==> src/rtl/pbd_pkg.sv <==
// Shared types, widths and constants for the pulse beat detector.
// No dependencies; imported by every module of the block.
`default_nettype none

package pbd_pkg;

  // Field widths
  localparam int SAMPLE_W     = 18;
  localparam int TIME_W       = 32;
  localparam int INTERVAL_W   = 16;
  localparam int WINDOW_W     = 16;
  localparam int MULT_W       = 6;
  localparam int WIN_BEATS_W  = 6;
  localparam int BPM_W        = 8;

  // Port widths
  localparam int IN_TDATA_W  = 56;  // 50 bits of fields, padded to whole bytes
  localparam int OUT_TDATA_W = 24;  // 18 bits of fields, padded to whole bytes
  localparam int OUT_TUSER_W = 1;
  localparam int CFG_INDEX_W = 4;
  localparam int CFG_DATA_W  = 18;

  // Default geometry
  localparam int AVERAGE_DEPTH_DEF = 20;
  localparam int HISTORY_DEPTH_DEF = 4;
  localparam int QUEUE_DEPTH       = 2;

  // Register reset values
  localparam logic [SAMPLE_W-1:0]   FINGER_THRESHOLD_RST = SAMPLE_W'(9000);
  localparam logic [INTERVAL_W-1:0] MIN_INTERVAL_RST     = INTERVAL_W'(300);
  localparam logic [WINDOW_W-1:0]   WINDOW_RST           = WINDOW_W'(15000);
  localparam logic [MULT_W-1:0]     MULT_RST             = MULT_W'(4);

  localparam logic [BPM_W-1:0]       BPM_HISTORY_RST = BPM_W'(60);
  localparam logic [BPM_W-1:0]       BPM_MAX         = '1;
  localparam logic [WIN_BEATS_W-1:0] WIN_BEATS_MAX   = '1;

  // Configuration register indexes
  typedef enum logic [CFG_INDEX_W-1:0] {
    CFG_FINGER_THRESHOLD = 4'd0,
    CFG_MIN_INTERVAL     = 4'd1,
    CFG_WINDOW           = 4'd2,
    CFG_BPM_MULT         = 4'd3
  } pbd_cfg_index_t;

  // One request as it travels from the front end to the back end
  typedef struct packed {
    logic [TIME_W-1:0]   time_ms;
    logic [SAMPLE_W-1:0] sample;
    logic [SAMPLE_W-1:0] level;   // moving average including this sample
  } pbd_item_t;

  // Queue status seen by both ends
  typedef struct packed {
    logic full;
    logic empty;
  } pbd_q_status_t;

endpackage

`default_nettype wire

==> src/rtl/pulse_beat_detector_bpm.sv <==
// Top level of the pulse beat detector with BPM estimate.
// Depends on pbd_pkg, pbd_front, pbd_queue and pbd_back.
//
// Usage:
//   s_axis carries one request per infrared sample: ir_sample and a wrapping
//   millisecond timestamp. m_axis returns exactly one result per request, in
//   order: beat, finger_off, window_bpm and bpm_average in tdata, with
//   report_valid in tuser marking a closed counting window.
//   The cfg channel writes the four registers (finger threshold, refractory
//   interval, window length, BPM multiplier); cfg_ready is always high and
//   writes are meant for when no request is in flight.
// Timing:
//   One request per cycle sustained while m_axis does not stall. The front
//   stage registers the request with its moving average, the queue then
//   takes it when not full, and the back stage updates the detector and
//   loads the result register as it pops the entry. The moving-average ring
//   is a memory read one slot ahead, and the single back-stage state update
//   per cycle sets the rate.
// Reset and stalls:
//   rst clears the ring (by valid bits, no clearing pass), detector state and
//   history (all sixty). When m_axis stalls the result register holds, the
//   queue fills, then s_axis_tready drops; nothing is lost or repeated.
`default_nettype none

module pulse_beat_detector_bpm
  import pbd_pkg::*;
#(
  parameter int AVERAGE_DEPTH = AVERAGE_DEPTH_DEF,
  parameter int HISTORY_DEPTH = HISTORY_DEPTH_DEF
) (
  input  wire logic                   clk,
  input  wire logic                   rst,
  // Input requests
  input  wire logic                   s_axis_tvalid,
  output logic                        s_axis_tready,
  input  wire logic [IN_TDATA_W-1:0]  s_axis_tdata,   // ir_sample[17:0], time_ms[49:18]
  // Results
  output logic                        m_axis_tvalid,
  input  wire logic                   m_axis_tready,
  output logic [OUT_TDATA_W-1:0]      m_axis_tdata,   // beat[0], finger_off[1],
                                                      // window_bpm[9:2], bpm_average[17:10]
  output logic [OUT_TUSER_W-1:0]      m_axis_tuser,   // report_valid[0]
  // Register writes
  input  wire logic                   cfg_valid,
  output logic                        cfg_ready,
  input  wire logic [CFG_INDEX_W-1:0] cfg_index,
  input  wire logic [CFG_DATA_W-1:0]  cfg_data
);

  pbd_q_status_t    q_status;
  pbd_item_t        push_item;
  pbd_item_t        pop_item;
  logic             push;
  logic             pop;
  logic             out_beat;
  logic             out_finger_off;
  logic             out_report;
  logic [BPM_W-1:0] out_window_bpm;
  logic [BPM_W-1:0] out_bpm_average;

  // Front: moving average
  pbd_front #(
    .AVERAGE_DEPTH (AVERAGE_DEPTH)
  ) u_front (
    .clk       (clk),
    .rst       (rst),
    .in_valid  (s_axis_tvalid),
    .in_ready  (s_axis_tready),
    .in_sample (s_axis_tdata[SAMPLE_W-1:0]),
    .in_time   (s_axis_tdata[SAMPLE_W +: TIME_W]),
    .q_status  (q_status),
    .push      (push),
    .push_item (push_item)
  );

  // Decoupling queue
  pbd_queue u_queue (
    .clk       (clk),
    .rst       (rst),
    .push      (push),
    .push_item (push_item),
    .pop       (pop),
    .pop_item  (pop_item),
    .status    (q_status)
  );

  // Back: detection, windowing, history, result register
  pbd_back #(
    .HISTORY_DEPTH (HISTORY_DEPTH)
  ) u_back (
    .clk             (clk),
    .rst             (rst),
    .cfg_valid       (cfg_valid),
    .cfg_ready       (cfg_ready),
    .cfg_index       (cfg_index),
    .cfg_data        (cfg_data),
    .q_status        (q_status),
    .q_item          (pop_item),
    .pop             (pop),
    .out_valid       (m_axis_tvalid),
    .out_ready       (m_axis_tready),
    .out_beat        (out_beat),
    .out_finger_off  (out_finger_off),
    .out_report      (out_report),
    .out_window_bpm  (out_window_bpm),
    .out_bpm_average (out_bpm_average)
  );

  // Pack result fields, lowest bit first, zero padded
  assign m_axis_tdata = {(OUT_TDATA_W - 2 - 2 * BPM_W)'(0), out_bpm_average,
                         out_window_bpm, out_finger_off, out_beat};
  assign m_axis_tuser = out_report;

endmodule

`default_nettype wire

==> src/rtl/pbd_front.sv <==
// Front end: takes requests, runs the moving average over a ring memory.
// Depends on pbd_pkg; feeds pbd_queue.
`default_nettype none

module pbd_front
  import pbd_pkg::*;
#(
  parameter int AVERAGE_DEPTH = AVERAGE_DEPTH_DEF
) (
  input  wire logic                clk,
  input  wire logic                rst,
  input  wire logic                in_valid,
  output logic                     in_ready,
  input  wire logic [SAMPLE_W-1:0] in_sample,
  input  wire logic [TIME_W-1:0]   in_time,
  input  wire pbd_q_status_t       q_status,
  output logic                     push,
  output pbd_item_t                push_item
);

  localparam int POS_W  = (AVERAGE_DEPTH > 1) ? $clog2(AVERAGE_DEPTH) : 1;
  localparam int SUM_W  = SAMPLE_W + $clog2(AVERAGE_DEPTH);
  // floor(x / D) == (x * ceil(2^S / D)) >> S for all x < 2^SUM_W
  localparam int DIV_S  = SUM_W + $clog2(AVERAGE_DEPTH);
  localparam int PROD_W = SUM_W + DIV_S + 1;
  localparam logic [DIV_S:0] RECIP = (DIV_S + 1)'(((64'd1 << DIV_S)
      + 64'(AVERAGE_DEPTH) - 64'd1) / 64'(AVERAGE_DEPTH));

  logic [SAMPLE_W-1:0]      ring [AVERAGE_DEPTH];
  logic [AVERAGE_DEPTH-1:0] ring_valid;
  logic [POS_W-1:0]         pos;
  logic [POS_W-1:0]         pos_next;
  logic [POS_W-1:0]         rd_addr;
  logic [SAMPLE_W-1:0]      rd_data;
  logic                     rd_valid;
  logic [SAMPLE_W-1:0]      old_sample;
  logic [SUM_W-1:0]         running_sum;
  logic                     accept;
  logic                     f_valid;
  logic [SAMPLE_W-1:0]      f_sample;
  logic [TIME_W-1:0]        f_time;
  logic [PROD_W-1:0]        avg_prod;

  assign in_ready = !f_valid || !q_status.full;
  assign accept   = in_valid && in_ready;
  assign push     = f_valid && !q_status.full;

  assign pos_next   = (pos == POS_W'(AVERAGE_DEPTH - 1)) ? '0 : pos + 1'b1;
  // Read ahead: the slot the next sample will overwrite
  assign rd_addr    = accept ? pos_next : pos;
  assign old_sample = rd_valid ? rd_data : '0;

  // Ring memory, one write and one registered read a cycle
  always_ff @(posedge clk) begin
    if (accept) begin
      ring[pos] <= in_sample;
    end
    if (accept && (rd_addr == pos)) begin
      rd_data <= in_sample;
    end else begin
      rd_data <= ring[rd_addr];
    end
  end

  always_ff @(posedge clk) begin
    if (rst) begin
      ring_valid  <= '0;
      rd_valid    <= 1'b0;
      pos         <= '0;
      running_sum <= '0;
      f_valid     <= 1'b0;
    end else begin
      rd_valid <= (accept && (rd_addr == pos)) || ring_valid[rd_addr];
      if (accept) begin
        ring_valid[pos] <= 1'b1;
        pos             <= pos_next;
        running_sum     <= running_sum - SUM_W'(old_sample) + SUM_W'(in_sample);
        f_valid         <= 1'b1;
      end else if (push) begin
        f_valid <= 1'b0;
      end
    end
  end

  always_ff @(posedge clk) begin
    if (accept) begin
      f_sample <= in_sample;
      f_time   <= in_time;
    end
  end

  // running_sum already holds the staged sample
  assign avg_prod = PROD_W'(running_sum) * PROD_W'(RECIP);

  always_comb begin
    push_item.time_ms = f_time;
    push_item.sample  = f_sample;
    push_item.level   = avg_prod[DIV_S +: SAMPLE_W];
  end

endmodule

`default_nettype wire

==> src/rtl/pbd_queue.sv <==
// Short queue between the front end and the back end.
// Depends on pbd_pkg.
`default_nettype none

module pbd_queue
  import pbd_pkg::*;
(
  input  wire logic      clk,
  input  wire logic      rst,
  input  wire logic      push,
  input  wire pbd_item_t push_item,
  input  wire logic      pop,
  output pbd_item_t      pop_item,
  output pbd_q_status_t  status
);

  localparam int PTR_W = (QUEUE_DEPTH > 1) ? $clog2(QUEUE_DEPTH) : 1;
  localparam int CNT_W = $clog2(QUEUE_DEPTH + 1);

  pbd_item_t        entries [QUEUE_DEPTH];
  logic [PTR_W-1:0] wr_ptr;
  logic [PTR_W-1:0] rd_ptr;
  logic [CNT_W-1:0] count;

  assign status.full  = (count == CNT_W'(QUEUE_DEPTH));
  assign status.empty = (count == '0);
  assign pop_item     = entries[rd_ptr];

  always_ff @(posedge clk) begin
    if (push) begin
      entries[wr_ptr] <= push_item;
    end
  end

  always_ff @(posedge clk) begin
    if (rst) begin
      wr_ptr <= '0;
      rd_ptr <= '0;
      count  <= '0;
    end else begin
      if (push) begin
        wr_ptr <= (wr_ptr == PTR_W'(QUEUE_DEPTH - 1)) ? '0 : wr_ptr + 1'b1;
      end
      if (pop) begin
        rd_ptr <= (rd_ptr == PTR_W'(QUEUE_DEPTH - 1)) ? '0 : rd_ptr + 1'b1;
      end
      if (push && !pop) begin
        count <= count + 1'b1;
      end else if (pop && !push) begin
        count <= count - 1'b1;
      end
    end
  end

`ifndef SYNTHESIS
  a_no_overflow: assert property (@(posedge clk) disable iff (rst)
    push |-> (!status.full || pop))
    else $error("queue written while full");

  a_no_underflow: assert property (@(posedge clk) disable iff (rst)
    pop |-> !status.empty)
    else $error("queue read while empty");

  a_count_drops: assert property (@(posedge clk) disable iff (rst)
    (pop && !push) |=> (count == $past(count) - 1'b1))
    else $error("queue count did not drop on read");
`endif

endmodule

`default_nettype wire

==> src/rtl/pbd_back.sv <==
// Back end: finger test, window, peak detection, BPM history, result register.
// Depends on pbd_pkg; fed by pbd_queue.
`default_nettype none

module pbd_back
  import pbd_pkg::*;
#(
  parameter int HISTORY_DEPTH = HISTORY_DEPTH_DEF
) (
  input  wire logic                   clk,
  input  wire logic                   rst,
  input  wire logic                   cfg_valid,
  output logic                        cfg_ready,
  input  wire logic [CFG_INDEX_W-1:0] cfg_index,
  input  wire logic [CFG_DATA_W-1:0]  cfg_data,
  input  wire pbd_q_status_t          q_status,
  input  wire pbd_item_t              q_item,
  output logic                        pop,
  output logic                        out_valid,
  input  wire logic                   out_ready,
  output logic                        out_beat,
  output logic                        out_finger_off,
  output logic                        out_report,
  output logic [BPM_W-1:0]            out_window_bpm,
  output logic [BPM_W-1:0]            out_bpm_average
);

  localparam int HPOS_W  = (HISTORY_DEPTH > 1) ? $clog2(HISTORY_DEPTH) : 1;
  localparam int HSUM_W  = BPM_W + $clog2(HISTORY_DEPTH);
  localparam int MEAN_S  = HSUM_W + $clog2(HISTORY_DEPTH);
  localparam int MPROD_W = HSUM_W + MEAN_S + 1;
  localparam logic [MEAN_S:0] MEAN_RECIP = (MEAN_S + 1)'(((64'd1 << MEAN_S)
      + 64'(HISTORY_DEPTH) - 64'd1) / 64'(HISTORY_DEPTH));
  localparam int PROD_W  = WIN_BEATS_W + MULT_W;

  // Configuration
  logic [SAMPLE_W-1:0]   finger_threshold;
  logic [INTERVAL_W-1:0] min_interval;
  logic [WINDOW_W-1:0]   window_ms;
  logic [MULT_W-1:0]     bpm_mult;

  // Detector state
  logic [SAMPLE_W-1:0]    previous_average;
  logic                   rising_flag;
  logic [TIME_W-1:0]      prev_beat_ms;
  logic [TIME_W-1:0]      window_start;
  logic [WIN_BEATS_W-1:0] win_beats;
  logic [BPM_W-1:0]       history [HISTORY_DEPTH];
  logic [HPOS_W-1:0]      hpos;
  logic [HSUM_W-1:0]      hist_sum;

  // Per-request logic
  logic                   off;
  logic [TIME_W-1:0]      ws_eff;
  logic [WIN_BEATS_W-1:0] bc_eff;
  logic [TIME_W-1:0]      elapsed;
  logic                   close;
  logic [PROD_W-1:0]      product;
  logic [BPM_W-1:0]       wbpm;
  logic [HSUM_W-1:0]      hist_sum_next;
  logic [TIME_W-1:0]      since_beat;
  logic                   going_up;
  logic                   hit;
  logic [WIN_BEATS_W-1:0] bc_after;
  logic [WIN_BEATS_W-1:0] win_beats_next;

  // Result register
  logic               o_beat;
  logic               o_off;
  logic               o_report;
  logic [BPM_W-1:0]   o_wbpm;
  logic [HSUM_W-1:0]  o_hsum;
  logic [MPROD_W-1:0] mean_prod;

  assign cfg_ready = 1'b1;
  assign pop       = !q_status.empty && (!out_valid || out_ready);

  always_ff @(posedge clk) begin
    if (rst) begin
      finger_threshold <= FINGER_THRESHOLD_RST;
      min_interval     <= MIN_INTERVAL_RST;
      window_ms        <= WINDOW_RST;
      bpm_mult         <= MULT_RST;
    end else if (cfg_valid) begin
      unique case (cfg_index)
        CFG_FINGER_THRESHOLD: finger_threshold <= cfg_data;
        CFG_MIN_INTERVAL:     min_interval     <= cfg_data[INTERVAL_W-1:0];
        CFG_WINDOW:           window_ms        <= cfg_data[WINDOW_W-1:0];
        CFG_BPM_MULT:         bpm_mult         <= cfg_data[MULT_W-1:0];
        default: ;
      endcase
    end
  end

  // Finger test restarts the window before the window test
  assign off     = q_item.sample < finger_threshold;
  assign ws_eff  = off ? q_item.time_ms : window_start;
  assign bc_eff  = off ? '0 : win_beats;
  assign elapsed = q_item.time_ms - ws_eff;
  assign close   = elapsed >= TIME_W'(window_ms);

  assign product = PROD_W'(bc_eff) * PROD_W'(bpm_mult);
  assign wbpm    = (product > PROD_W'(BPM_MAX)) ? BPM_MAX : product[BPM_W-1:0];
  assign hist_sum_next = hist_sum - HSUM_W'(history[hpos]) + HSUM_W'(wbpm);

  // Rise then fall, gated by the refractory time
  assign since_beat = q_item.time_ms - prev_beat_ms;
  assign going_up   = q_item.level > previous_average;
  assign hit        = !going_up && rising_flag && (q_item.level < previous_average)
                      && (since_beat > TIME_W'(min_interval));

  assign bc_after       = close ? '0 : bc_eff;
  assign win_beats_next = (hit && (bc_after != WIN_BEATS_MAX)) ? bc_after + 1'b1
                                                               : bc_after;

  always_ff @(posedge clk) begin
    if (rst) begin
      previous_average <= '0;
      rising_flag      <= 1'b0;
      prev_beat_ms     <= '0;
      window_start     <= '0;
      win_beats        <= '0;
      hpos             <= '0;
      hist_sum         <= HSUM_W'(BPM_HISTORY_RST * HISTORY_DEPTH);
      for (int i = 0; i < HISTORY_DEPTH; i++) begin
        history[i] <= BPM_HISTORY_RST;
      end
    end else if (pop) begin
      previous_average <= q_item.level;
      if (going_up) begin
        rising_flag <= 1'b1;
      end else if (q_item.level < previous_average) begin
        rising_flag <= 1'b0;
      end
      if (hit) begin
        prev_beat_ms <= q_item.time_ms;
      end
      win_beats    <= win_beats_next;
      window_start <= close ? q_item.time_ms : ws_eff;
      if (close) begin
        history[hpos] <= wbpm;
        hpos          <= (hpos == HPOS_W'(HISTORY_DEPTH - 1)) ? '0 : hpos + 1'b1;
        hist_sum      <= hist_sum_next;
      end
    end
  end

  always_ff @(posedge clk) begin
    if (rst) begin
      out_valid <= 1'b0;
    end else if (pop) begin
      out_valid <= 1'b1;
    end else if (out_ready) begin
      out_valid <= 1'b0;
    end
  end

  always_ff @(posedge clk) begin
    if (pop) begin
      o_beat   <= hit;
      o_off    <= off;
      o_report <= close;
      o_wbpm   <= close ? wbpm : '0;
      o_hsum   <= hist_sum_next;
    end
  end

  // Mean of the history by reciprocal multiply on the registered sum
  assign mean_prod = MPROD_W'(o_hsum) * MPROD_W'(MEAN_RECIP);

  assign out_beat        = o_beat;
  assign out_finger_off  = o_off;
  assign out_report      = o_report;
  assign out_window_bpm  = o_wbpm;
  assign out_bpm_average = o_report ? mean_prod[MEAN_S +: BPM_W] : '0;

`ifndef SYNTHESIS
  a_beat_marks_time: assert property (@(posedge clk) disable iff (rst)
    (pop && hit) |=> (!rising_flag && prev_beat_ms == $past(q_item.time_ms)))
    else $error("beat did not end the rise or record its time");

  a_window_restart: assert property (@(posedge clk) disable iff (rst)
    (pop && close) |=> (win_beats <= WIN_BEATS_W'(1)
                        && window_start == $past(q_item.time_ms)))
    else $error("closed window not restarted");

  a_finger_clears: assert property (@(posedge clk) disable iff (rst)
    (pop && off && !hit) |=> (win_beats == '0))
    else $error("finger off left a beat count");

  a_no_report_zero: assert property (@(posedge clk) disable iff (rst)
    (out_valid && !out_report) |-> (out_window_bpm == '0 && out_bpm_average == '0))
    else $error("report fields set without a report");
`endif

endmodule

`default_nettype wire

==> config.mk <==
export PLATFORM = sky130hd
export DESIGN_NAME = pulse_beat_detector_bpm
export DESIGN_NICKNAME = d
export VERILOG_FILES = /design/src/rtl/pbd_pkg.sv /design/src/rtl/pulse_beat_detector_bpm.sv /design/src/rtl/pbd_front.sv /design/src/rtl/pbd_queue.sv /design/src/rtl/pbd_back.sv
export SDC_FILE = /design/constraint.sdc
export NUM_CORES = 2
export LEC_CHECK = 0
export CAP_MARGIN = 20
export CORE_MARGIN = 2
export CORE_UTILIZATION = 46
export CTS_CLUSTER_SIZE = 28
export DETAILED_ROUTE_END_ITERATION = 8
export DONT_BUFFER_PORTS = 1
export GPL_TIMING_DRIVEN = 0
export SYNTH_ARGS = -nofsm -noshare
export SYNTH_HDL_FRONTEND = slang
export SYNTH_SLANG_ARGS = --single-unit
==> constraint.sdc <==
create_clock -name clk -period 10.88 [get_ports clk]
set_input_delay 2.176 -clock clk [delete_from_list [all_inputs] [get_ports clk]]
set_output_delay 2.176 -clock clk [all_outputs]
set_load 0.05 [all_outputs]
==> results.py <==
metrics = {
    "floorplanning": {
        "die_y_um": 323,
        "ios": 111,
        "dieArea_mm2": 0.104,
        "initial_core_util_pct": 46.5,
        "rows": 116,
        "core-area_mm2": 0.100,
        "die_x_um": 323,
    },
    "global_route": {
        "grt_pass1_vias": 29800,
        "grt_pass1_wl_mm": 178,
        "grt_overflow": 0,
        "gr-usage-all-layers_pct": 22.4,
        "antenna_found_initial": 2,
        "grt_start_max_net_pins": 39,
    },
    "timing": {
        "rsz0062_at_grt": "false",
        "fin_hold_ws_ns": 0.440,
        "slew_viol_final": 0,
        "hold_viol_final": 0,
        "min_period_ns": 10.07,
        "final.period_utilization_pct": 92.6,
        "clock_skew_ns": 0.0411,
        "fmax_ghz": 0.0993,
        "setup_viol": 0,
        "relSlewSlack_pct": 24.7,
        "worst_pin_slew_ns": 1.12,
    },
    "setup_path": {
        "cp.buffers_inverters": 5,
        "crit_path_end_kind": "flip-flop",
        "max_stage_delay_ns": 0.55,
        "cp_slowest_cell": "buf_2",
        "critical_path.top_delay_family": "compound AO/OA/AOI/OAI gates",
        "critPathMaxFanout": 19,
        "crit_type": "flip-flop to flip-flop",
        "startpoint_type": "flip-flop",
        "cp.arrival_ns": 10.65,
        "worstPathRequired_ns": 11.46,
        "r2r_slack_ns": 0.81,
        "crit_top_cell": "a21oi_1",
    },
    "routing": {
        "num_vias": 30000,
        "wl_per_cell_um": 21.0,
        "wl_mm": 116,
        "postRouteAntennaNets": 0,
        "vias_per_cell": 5.45,
        "firstDrtPassIters": 6,
        "drc": 0,
        "drt_iter0_drc": 2421,
    },
    "place": {
        "hpwl_mm": 85.7,
        "gp_congestion": 0.947,
        "portBuffers": 0,
    },
    "min_path": {
        "hold_path_class": "flip-flop to flip-flop",
    },
    "logic_synthesis": {
        "syn_avg_cell_area_um2": 11.8,
        "synth-warning-count": 0,
        "synth_edf_count": 597,
        "synth_cell_types": 88,
        "synth_async_sr_flop_share_pct": 0,
        "syn_area_mm2": 0.0467,
        "yosysSeqAreaShare_pct": 48.3,
        "synth-main-ff-cell": "edfxtp_1",
        "ys_ff_latch": 830,
        "synth_cells": 3953,
    },
    "clocking": {
        "htreeDepth": 3,
        "clkLatencyLatePin_ns": 0.67,
        "clockRootBuffer": "clkbuf_16",
        "cts_tree": "done",
        "clk_pin_slew_worst_paths_ns": 0.07,
        "cts_buffer_depth": 3,
        "numCtsBuffers": 90,
        "cts_num_sinks": 830,
    },
    "run": {
        "maxCapViolCount": 0,
    },
    "final_layout": {
        "layout-drive-gt1-share_pct": 9.85,
        "syn_to_final_growth_pct": 11.4,
        "nNetsFinal": 4733,
        "num_antenna_cells": 0,
    },
    "outcome": {
        "status": "completed",
    },
}
-- worst reg2reg max path: cells and delay by family (launching register included) --
| kind | cells | cell delay, ns |
|---|---|---|
| muxes | 1 | 0.44 |
| and+or+nand+nor | 7 | 1.25 |
| buffers and inverters | 5 | 1.14 |
| DFF | 1 | 0.43 |
| xor gates and xnor gates | 2 | 0.28 |
| AOI/OAI and AO/OA | 19 | 3.53 |
| adders and majority gates | 7 | 2.94 |
-- cell usage after synthesis (52+ instances only) --
library cell | n | area share [%]
a211oi_1 | 86 | 1.4
o21ai_0 | 102 | 1.1
nand2_1 | 285 | 2.3
nor2_1 | 294 | 2.4
mux2_2 | 53 | 1.3
inv_1 | 498 | 4.0
xnor2_1 | 65 | 1.2
ha_1 | 387 | 10
mux2i_1 | 79 | 1.7
edfxtp_1 | 597 | 38
dfxtp_1 | 233 | 10
mux4_2 | 103 | 5.0
fa_1 | 188 | 8.1
a21o_1 | 56 | 0.90
and2_1 | 52 | 0.70
clkbuf_1 | 110 | 0.88
a21oi_1 | 237 | 2.5
-- layout by cell type, fill, tap and decap left out, drive strengths merged, types with 7 or more instances in the layout --
cell,count
ha,387
a211oi,86
nand3,47
o31ai,10
nor3,47
buf,66
bufinv,8
o21ai,104
o21bai,16
o211ai,29
xor2,26
nor2b,26
clkinv,27
fa,188
and3,34
nand3b,8
nand2b,25
inv,501
mux2,53
nand2,286
conb,7
or3,18
mux2i,79
and2,54
nand4,28
clkbuf,235
a211o,12
nor2,294
a21o,56
a21oi,242
dfxtp,233
a2111oi,9
mux4,103
nor4,12
a31oi,10
xnor2,65
o21a,34
edfxtp,597
-- path summary, 6_finish.rpt --
check	from	to	cells past startpoint
min reg2reg	u_front.f_time[4]$_DFFE_PP_	u_queue.entries[1][40]$_DFFE_PP_	0
max reg2reg	flip-flop	u_back.hist_sum[9]$_SDFFE_PP0P_	41
max	flip-flop	u_back.hist_sum[9]$_SDFFE_PP0P_	41
min	u_front.f_time[4]$_DFFE_PP_	u_queue.entries[1][40]$_DFFE_PP_	0
-- kinds of logic (layout without fill, tap and decap cells) --
logic type	Yosys count	count (layout)	share of synthesized area, %
flops	830	830	48.3
simple gates	914	914	9.15
compound gates	660	660	9.15
buf+inv	646	840	5.31
fa+ha+maj	575	575	18.4
xor+xnor	91	91	1.71
mux	235	235	7.93
other cells	2	7	0.0161
-- stage by stage --
stage	setup WS, ns	cell area (um2)	util [%]	std cells	setup TNS, ns
after global routing	0.0488	52100	51.9	5509	0
after CTS	0.172	52100	51.8	5508	0
after global placement	-1.34	48500	48.3	5315	-80.51
final	0.809	52100	51.9	5509	0
after detailed placement	-1.38	49000	48.8	5342	-89.07
after floorplan	1.51	46800	-	3958	0
-- registers in the layout, indices dropped and copies added, names as in the netlist, 8 cells and up, named ones only --
register and count:
u_front.ring 360, u_queue.entries 136, u_back.history 32, u_back.prev_beat_ms 32
u_back.window_start 32, u_front.f_time 32, u_front.running_sum 23, u_front.ring_valid 20
u_back.finger_threshold 18, u_back.previous_average 18, u_front.f_sample 18, u_front.rd_data 18
u_back.min_interval 16, u_back.window_ms 16, u_back.hist_sum 10, u_back.o_hsum 8
u_back.out_window_bpm 8
-- area by class of cell --
cell class | count | area, um2
Fill cell | 8835 | 48400
Sequential cell | 830 | 22600
Multi-Input combinational cell | 2482 | 21800
Clock buffer | 129 | 2560
Inverter | 499 | 1870
Tap cell | 1357 | 1700
Buffer | 143 | 604
Clock inverter | 40 | 495
Timing Repair Buffer | 29 | 468
-- what timing repair did --
item                                    CTS  global route
endpoints found under the setup margin  132            62
pin swaps                                 0             1
cloned                                    0             0
buffers inserted                          0             0
hold buffers                              0             0
resized for setup                        11             7
-- layer usage --
| layer | GRT usage [%] | part of all wire (%) | vias up |
|---|---|---|---|
| li1 | - | - | 14300 |
| met1 | 30.9 | 45 | 14900 |
| met2 | 37.8 | 48 | 740 |
| met3 | 2.54 | 4.6 | 151 |
| met4 | 5.46 | 2.2 | 2 |
| met5 | 0 | 0.0086 | - |
Power is not shown: default switching activity piles up to over one toggle a cycle in this logic, so the estimate is an artifact.
